File: config.mk
export PLATFORM = sky130hd
export DESIGN_NAME = sht_ctrl
export DESIGN_NICKNAME = d
export VERILOG_FILES = /design/src/hw/rtl/sht_pkg.sv /design/src/hw/rtl/sht_ctrl.sv
export VERILOG_INCLUDE_DIRS = /design/src /design/src/hw/rtl
export SDC_FILE = /design/constraint.sdc
export NUM_CORES = 1
export LEC_CHECK = 0
export ABC_CLOCK_PERIOD_IN_PS = 1700
export BUFFER_PORTS_ARGS = -buffer_cell sky130_fd_sc_hd__buf_2
export CAP_MARGIN = 5
export CORE_ASPECT_RATIO = 0.9
export CORE_MARGIN = 2
export CORE_UTILIZATION = 44
export CTS_CLUSTER_DIAMETER = 60
export DETAILED_ROUTE_END_ITERATION = 6
export PLACE_DENSITY = 0.86
export SETUP_SLACK_MARGIN = 0.1
export SYNTH_ARGS = -nofsm -noshare
export SYNTH_HDL_FRONTEND = slang
export SYNTH_SLANG_ARGS = --single-unit
File: constraint.sdc
create_clock -name clk_i -period 1.7 [get_ports clk_i]
set_input_delay 0.255 -clock clk_i [delete_from_list [all_inputs] [get_ports clk_i]]
set_output_delay 0.255 -clock clk_i [all_outputs]
set_load 0.02 [all_outputs]
File: src/hw/rtl/assert_macros.svh
// Concurrent assertion helpers, clocked on clk_i, disabled while rst_ni is low.
`ifndef ASSERT_MACROS_SVH
`define ASSERT_MACROS_SVH

`define ASSERT_CLK(lbl, prop, msg) \
  lbl: assert property (@(posedge clk_i) disable iff (!rst_ni) (prop)) else $error(msg);

`define ASSERT_NEVER(lbl, cond, msg) \
  `ASSERT_CLK(lbl, !(cond), msg)

`endif

File: src/hw/rtl/sht_pkg.sv
package sht_pkg;

  localparam int unsigned DataBits = 32;
  localparam int unsigned HashSteps = 4;
  localparam int unsigned HashBitsPerStep = 8;

  typedef enum logic [1:0] {
    KIND_ENTER = 2'd0,
    KIND_LOOK  = 2'd1,
    KIND_SET   = 2'd2,
    KIND_POP   = 2'd3
  } kind_e;

  typedef enum logic [2:0] {
    ST_OK        = 3'd0,
    ST_ZERO_KEY  = 3'd1,
    ST_NOT_FOUND = 3'd2,
    ST_FULL      = 3'd3,
    ST_EMPTY     = 3'd4
  } status_e;

  typedef struct packed {
    kind_e                kind;
    logic [DataBits-1:0]  key;
    logic [DataBits-1:0]  value;
  } sht_req_t;

  typedef struct packed {
    status_e              status;
    logic [DataBits-1:0]  result_value;
  } sht_rsp_t;

  typedef struct packed {
    logic    clear;
    logic    load;
    logic    hash_step;
    logic    head_rd;
    logic    enter_commit;
    logic    pop_rd;
    logic    pop_commit;
    logic    link_load;
    logic    walk_rd;
    logic    link_next;
    logic    set_write;
    logic    finish;
    logic    result_sel;
    status_e status;
  } sht_cmd_t;

  typedef struct packed {
    kind_e req_kind;
    logic  req_key_zero;
    logic  empty;
    logic  full;
    logic  clear_last;
    logic  hash_last;
    kind_e kind;
    logic  link_ok;
    logic  key_match;
  } sht_sts_t;

endpackage

File: src/hw/rtl/sht_ctrl.sv
`include "assert_macros.svh"

module sht_ctrl (
  input  logic              clk_i,
  input  logic              rst_ni,
  input  logic              start_i,
  input  sht_pkg::sht_sts_t sts_i,
  output sht_pkg::sht_cmd_t cmd_o,
  output logic              busy_o
);
  import sht_pkg::*;

  typedef enum logic [7:0] {
    S_CLEAR = 8'b0000_0001,
    S_IDLE  = 8'b0000_0010,
    S_HASH  = 8'b0000_0100,
    S_HEAD  = 8'b0000_1000,
    S_HEADW = 8'b0001_0000,
    S_WALK  = 8'b0010_0000,
    S_CMP   = 8'b0100_0000,
    S_POP   = 8'b1000_0000
  } state_e;

  state_e state_q, state_d;

  always_ff @(posedge clk_i or negedge rst_ni) begin
    if (!rst_ni) begin
      state_q <= S_CLEAR;
    end else begin
      state_q <= state_d;
    end
  end

  always_comb begin
    state_d = state_q;
    cmd_o   = '0;
    cmd_o.status = ST_OK;
    busy_o  = 1'b1;
    case (state_q)
      S_CLEAR: begin
        cmd_o.clear = 1'b1;
        if (sts_i.clear_last) begin
          state_d = S_IDLE;
        end
      end
      S_IDLE: begin
        busy_o = 1'b0;
        if (start_i) begin
          cmd_o.load = 1'b1;
          if (sts_i.req_kind == KIND_POP) begin
            if (sts_i.empty) begin
              cmd_o.finish = 1'b1;
              cmd_o.status = ST_EMPTY;
            end else begin
              cmd_o.pop_rd = 1'b1;
              state_d = S_POP;
            end
          end else if (sts_i.req_key_zero) begin
            cmd_o.finish = 1'b1;
            cmd_o.status = ST_ZERO_KEY;
          end else if (sts_i.req_kind == KIND_ENTER && sts_i.full) begin
            cmd_o.finish = 1'b1;
            cmd_o.status = ST_FULL;
          end else begin
            state_d = S_HASH;
          end
        end
      end
      S_HASH: begin
        cmd_o.hash_step = 1'b1;
        if (sts_i.hash_last) begin
          state_d = S_HEAD;
        end
      end
      S_HEAD: begin
        cmd_o.head_rd = 1'b1;
        state_d = S_HEADW;
      end
      S_HEADW: begin
        if (sts_i.kind == KIND_ENTER) begin
          cmd_o.enter_commit = 1'b1;
          cmd_o.finish = 1'b1;
          state_d = S_IDLE;
        end else begin
          cmd_o.link_load = 1'b1;
          state_d = S_WALK;
        end
      end
      S_WALK: begin
        if (!sts_i.link_ok) begin
          cmd_o.finish = 1'b1;
          cmd_o.status = ST_NOT_FOUND;
          state_d = S_IDLE;
        end else begin
          cmd_o.walk_rd = 1'b1;
          state_d = S_CMP;
        end
      end
      S_CMP: begin
        if (sts_i.key_match) begin
          cmd_o.finish = 1'b1;
          if (sts_i.kind == KIND_LOOK) begin
            cmd_o.result_sel = 1'b1;
          end else begin
            cmd_o.set_write = 1'b1;
          end
          state_d = S_IDLE;
        end else begin
          cmd_o.link_next = 1'b1;
          state_d = S_WALK;
        end
      end
      S_POP: begin
        cmd_o.pop_commit = 1'b1;
        cmd_o.finish = 1'b1;
        cmd_o.result_sel = 1'b1;
        state_d = S_IDLE;
      end
      default: begin
        state_d = S_IDLE;
      end
    endcase
  end

  `ASSERT_CLK(a_accept_leaves_idle, (cmd_o.load && !cmd_o.finish) |=> (state_q != S_IDLE), "accepted item did not start work")

endmodule

==> metrics.yaml, run 1 <==
status:
  outcome: "stopped before the end"
  lastStage: "global routing"
  error_line: "[ERROR DPL-0033] detailed placement checks failed during check placement."
synth:
  ys.flop_type: "dfrtp_1"
  synth_area_leaders: "dfrtp_1 (26%), nor2_1 (5.1%), dfstp_2 (4.0%)"
  syn_avg_cell_area_um2: 8.49
  synth-compound-area-share_pct: 18.0
  synth_top_cell_by_area: "dfrtp_1"
  synthCells: 78
  syn-num-nets: 92
  yosysSeqAreaShare_pct: 30.4
  synthArstFlopShare_pct: 100
  netlist_area_um2: 662
  synth-edff-count: 0
  synth_top_family_by_area: "simple AND/OR/NAND/NOR gates"
  synth-adder-area-share_pct: 0
  ys_types: 37
  ys_ff_latch: 8
  synth_warnings: 0
  synth-xor-area-share_pct: 1.32
  synth.top_cell.area_share_pct: 26.5
  synthMuxAreaShare_pct: 0
  synthSimpleGateAreaFrac_pct: 46.3
floorplanning:
  initial_core_util_pct: 46.2
  die_w_um: 44.9
  die_h_um: 40.8
  fp-row-count: 13
  ios: 31
clock_network:
  numCtsBuffers: 3
  clk_path_buf_depth: 2
  root_buffer: "clkbuf_4"
  clock_sinks: 8
  htreeDepth: 1
placed_design:
  dp_hpwl_um: 1670
  placedCellCount: 138
  routabilityCongestion: 0.801
  port_buffers: 30
timing:
  worstEndpointType: "top-level output"
  postGrtWorstEndpoint: "cmd_o[3]"
grt:
  antenna_found_initial: 0
  grt_max_degree: 9
metrics by stage:
step	worst slack, ns	hold slack [ns]	instance area [um2]	TNS (ns)
2_1_floorplan	-0.0101	-0.0406	714	-0.0158
3_3_place_gp	0.00366	0.111	996	0
3_5_place_dp	-0.0618	0.113	996	-0.189
4_1_cts	-0.262	0.174	1280	-2.79
cells by family after synthesis:
kind of cell / after synthesis
AND/OR/NAND/NOR: 48
flip-flops: 8
AO/OA/AOI/OAI: 14
buffers and inverters: 7
XOR/XNOR: 1
timing repair:
| item | CTS |
|---|---|
| hold endpoints to repair | 7 |
| gates resized for setup | 52 |
| hold buffers | 1 |
| setup buffers | 8 |
| endpoints found under the setup margin | 19 |
| pin swaps | 13 |
synthesized netlist by cell type (2+ instances only):
| master | number |
|---|---|
| and3_1 | 4 |
| nand2b_1 | 2 |
| inv_1 | 7 |
| a21oi_1 | 3 |
| nor2_1 | 9 |
| a32o_1 | 2 |
| nand2_1 | 5 |
| and2_1 | 2 |
| nand3_1 | 3 |
| and4b_1 | 2 |
| nor3_1 | 4 |
| nor2b_1 | 4 |
| dfrtp_1 | 7 |
==> inputs of run 2 (changes only) <==
CORE_AREA = 2 2 63 65   (was unset)
CORE_ASPECT_RATIO = unset   (was 0.9)
CORE_MARGIN = unset   (was 2)
CORE_UTILIZATION = unset   (was 44)
CTS_CLUSTER_DIAMETER = unset   (was 60)
DIE_AREA = 0 0 65 67   (was unset)
PLACE_DENSITY = unset   (was 0.86)
PLACE_DENSITY_LB_ADDON = 0.15   (was unset)
SETUP_SLACK_MARGIN = unset   (was 0.1)
==> metrics.yaml, run 2 <==
synth:
  synthArstFlopShare_pct: 100
  syn_avg_cell_area_um2: 8.49
  ys_ff_latch: 8
  synth-compound-area-share_pct: 18.0
  ys_types: 37
  netlist_area_um2: 662
  yosysSeqAreaShare_pct: 30.4
  synth.top_cell.area_share_pct: 26.5
  synthCells: 78
  synth_common_cells: "nor2_1 (9), dfrtp_1 (7), inv_1 (7), nand2_1 (5)"
  yosysMostFrequentCell: "nor2_1"
  synth_top_family_by_area: "simple AND/OR/NAND/NOR gates"
  synthMuxAreaShare_pct: 0
  synth-edff-count: 0
  synth_top_cell_by_area: "dfrtp_1"
  synth-xor-area-share_pct: 1.32
  syn-num-nets: 92
  ys.flop_type: "dfrtp_1"
  synth-adder-area-share_pct: 0
  synthSimpleGateAreaFrac_pct: 46.3
  synth_warnings: 0
  synth_area_leaders: "dfrtp_1 (26%), nor2_1 (5.1%), dfstp_2 (4.0%)"
grt:
  grt_usage_pct: 10.6
  grt_pass1_wl_um: 3460
  grt_max_degree: 9
  grt_overflow: 0
  grt_pass1_vias: 765
  antenna_found_initial: 0
timing:
  max_freq_mhz: 513
  timing.final.ws_setup_ns: -0.249
  hold_viol: 0
  post-route-min-period_ns: 1.95
  setup_violations: 19
  skew_ns: 0.000817
  slew_violations: 0
  finalSetupTns_ns: -2.63
  rsz0062_at_grt: "yes"
  worst_slew_pin_slew_ns: 0.418
  finalCritPeriodShare_pct: 115
  slew_headroom_pct: 72.0
  whs_ns: 0.239
layout:
  largest_reg_flops: 8
  drive_above_1_share_pct: 68.3
  nets: 157
  mostFrequentLayoutCells: "buf_4 (28), buf_6 (16), buf_2 (14), nor2_1 (7), inv_1 (5)"
  top_regs: "state_q x8"
  n_fill_cell: 369
  top_register: "state_q"
  n_antenna_cell: 0
  layout_commonest_cell: "buf_4"
  fin_area_um2: 1400
  syn_to_final_growth_pct: 111
floorplanning:
  die_h_um: 67
  die_area_um2: 4360
  initial_core_util_pct: 18.4
  ios: 31
  die_w_um: 65
  fp-row-count: 22
  core_um2: 3610
critical_path:
  cp_max_fo: 4
  startpoint_type: "register"
  path_class: "reg -> out"
  critical_path_required_ns: 1.44
  critPathCaptureType: "primary output"
  worst_ep_arrival_time_ns: 1.69
clock_network:
  cts_tree: "built"
  numCtsBuffers: 3
  htreeDepth: 1
  clk_path_buf_depth: 2
  clkTransAtPathRegs_ns: 0.04
  clock_sinks: 8
  root_buffer: "clkbuf_8"
  clk_latency_ns: 0.23
power:
  powerDensity_nw_per_um2: 835
  power_mw: 1.17
  clkPwrFrac_pct: 21.1
  ir_drop_mv: 0.456
  p_seq_share_pct: 20.9
  p_int_mw: 0.736
  p_switching_mw: 0.430
  switching_share_pct: 36.9
  p_comb_share_pct: 58.0
  p_leak_nw: 0.695
hold_path:
  hold_path.class: "in -> reg"
route:
  wl_um: 2230
  drc: 0
  first_iter_violations: 10
  routed-via-count: 822
  ant_nets: 0
  first_pass_iters: 4
  wire_per_inst_um: 11.7
  vias_per_cell: 4.33
status:
  outcome: "finished with violations"
  violations: "negative setup slack"
placed_design:
  port_buffers: 30
  routabilityCongestion: 0.791
  pre_cts_ws_ns: -0.00894
  dp_hpwl_um: 1620
  placed_area_um2: 1010
flow_run:
  cap_viol_max_count: 0
==> run 2: cell counts after synthesis <==
No cell type changed its count.
==> run 2: final cells by class <==
class	instances	area [um2]	share of cell area (%)
inverter	7	28.8	2.06
tap	48	60.1	4.30
timing repair buffer	60	490	35.1
sequential	8	206	14.8
multi-input combinational	63	566	40.5
clock buffer	4	45.0	3.23
==> run 2: cells by family (layout without fill, tap and decap cells) <==
logic type,count (synthesis),after routing
DFF,8,8
buffers and inverters,7,71
AOI/OAI and AO/OA,14,14
xor gates and xnor gates,1,1
and+or+nand+nor,48,48
==> run 2: per-layer routing <==
layer / track usage (%) / wire length, um / up-vias
met2: 17.9 / 1130 / 24
met1: 12.8 / 950 / 376
met4: 5.59 / 47 / 0
li1: - / - / 418
met5: 0 / 0 / -
met3: 1.69 / 104 / 4
==> run 2: final timing paths <==
| check | startpoint | endpoint | slack [ns] | cells past startpoint |
|---|---|---|---|---|
| max in group asynchronous | rst_ni | state_q[0] | 1.06 | 2 |
| max | state_q[3] | cmd_o[2] | -0.25 | 8 |
| min in group asynchronous | rst_ni | state_q[4] | 0.40 | 2 |
| max reg2reg | state_q[4] | state_q[1] | -0.08 | 8 |
| min | sts_i[0] | state_q[5] | 0.24 | 2 |
| min reg2reg | state_q[1] | state_q[5] | 0.76 | 3 |
==> run 2: power groups by stage <==
stage	clock, mW	sequential [mW]	combinational, mW
6_report	0.246	0.244	0.676
5_1_grt	0.266	0.246	0.727
4_1_cts	0.248	0.240	0.618
3_5_place_dp	0	0.241	0.475
3_3_place_gp	0	0.241	0.484
2_1_floorplan	0	0.237	0.282
==> run 2: worst max-delay path, stage by stage, from the launching register on <==
cell and delay (ns):
dfrtp_1 0.41, buf_4 0.16, nor3_4 0.11, and4_4 0.26, nand2_4 0.06, buf_12 0.13
inv_4 0.05, and3_4 0.17, buf_6 0.11
==> run 2: timing repair <==
item | in CTS | in global routing
pin swaps | 11 | 11
gates resized for setup | 47 | 13
endpoints found under the hold margin | 7 | 0
buffers inserted | 5 | 8
hold buffers | 1 | 0
setup endpoints to repair | 17 | 19
==> run 2: metrics by stage <==
step / instances / util, %
after detailed placement: 172 / 28.1
after global routing: 190 / 38.7
after floorplan: 78 / -
after CTS: 182 / 35.4
final: 190 / 38.7
after global placement: 172 / 28.1
No activity file was read; power rests on OpenSTA's default activity.
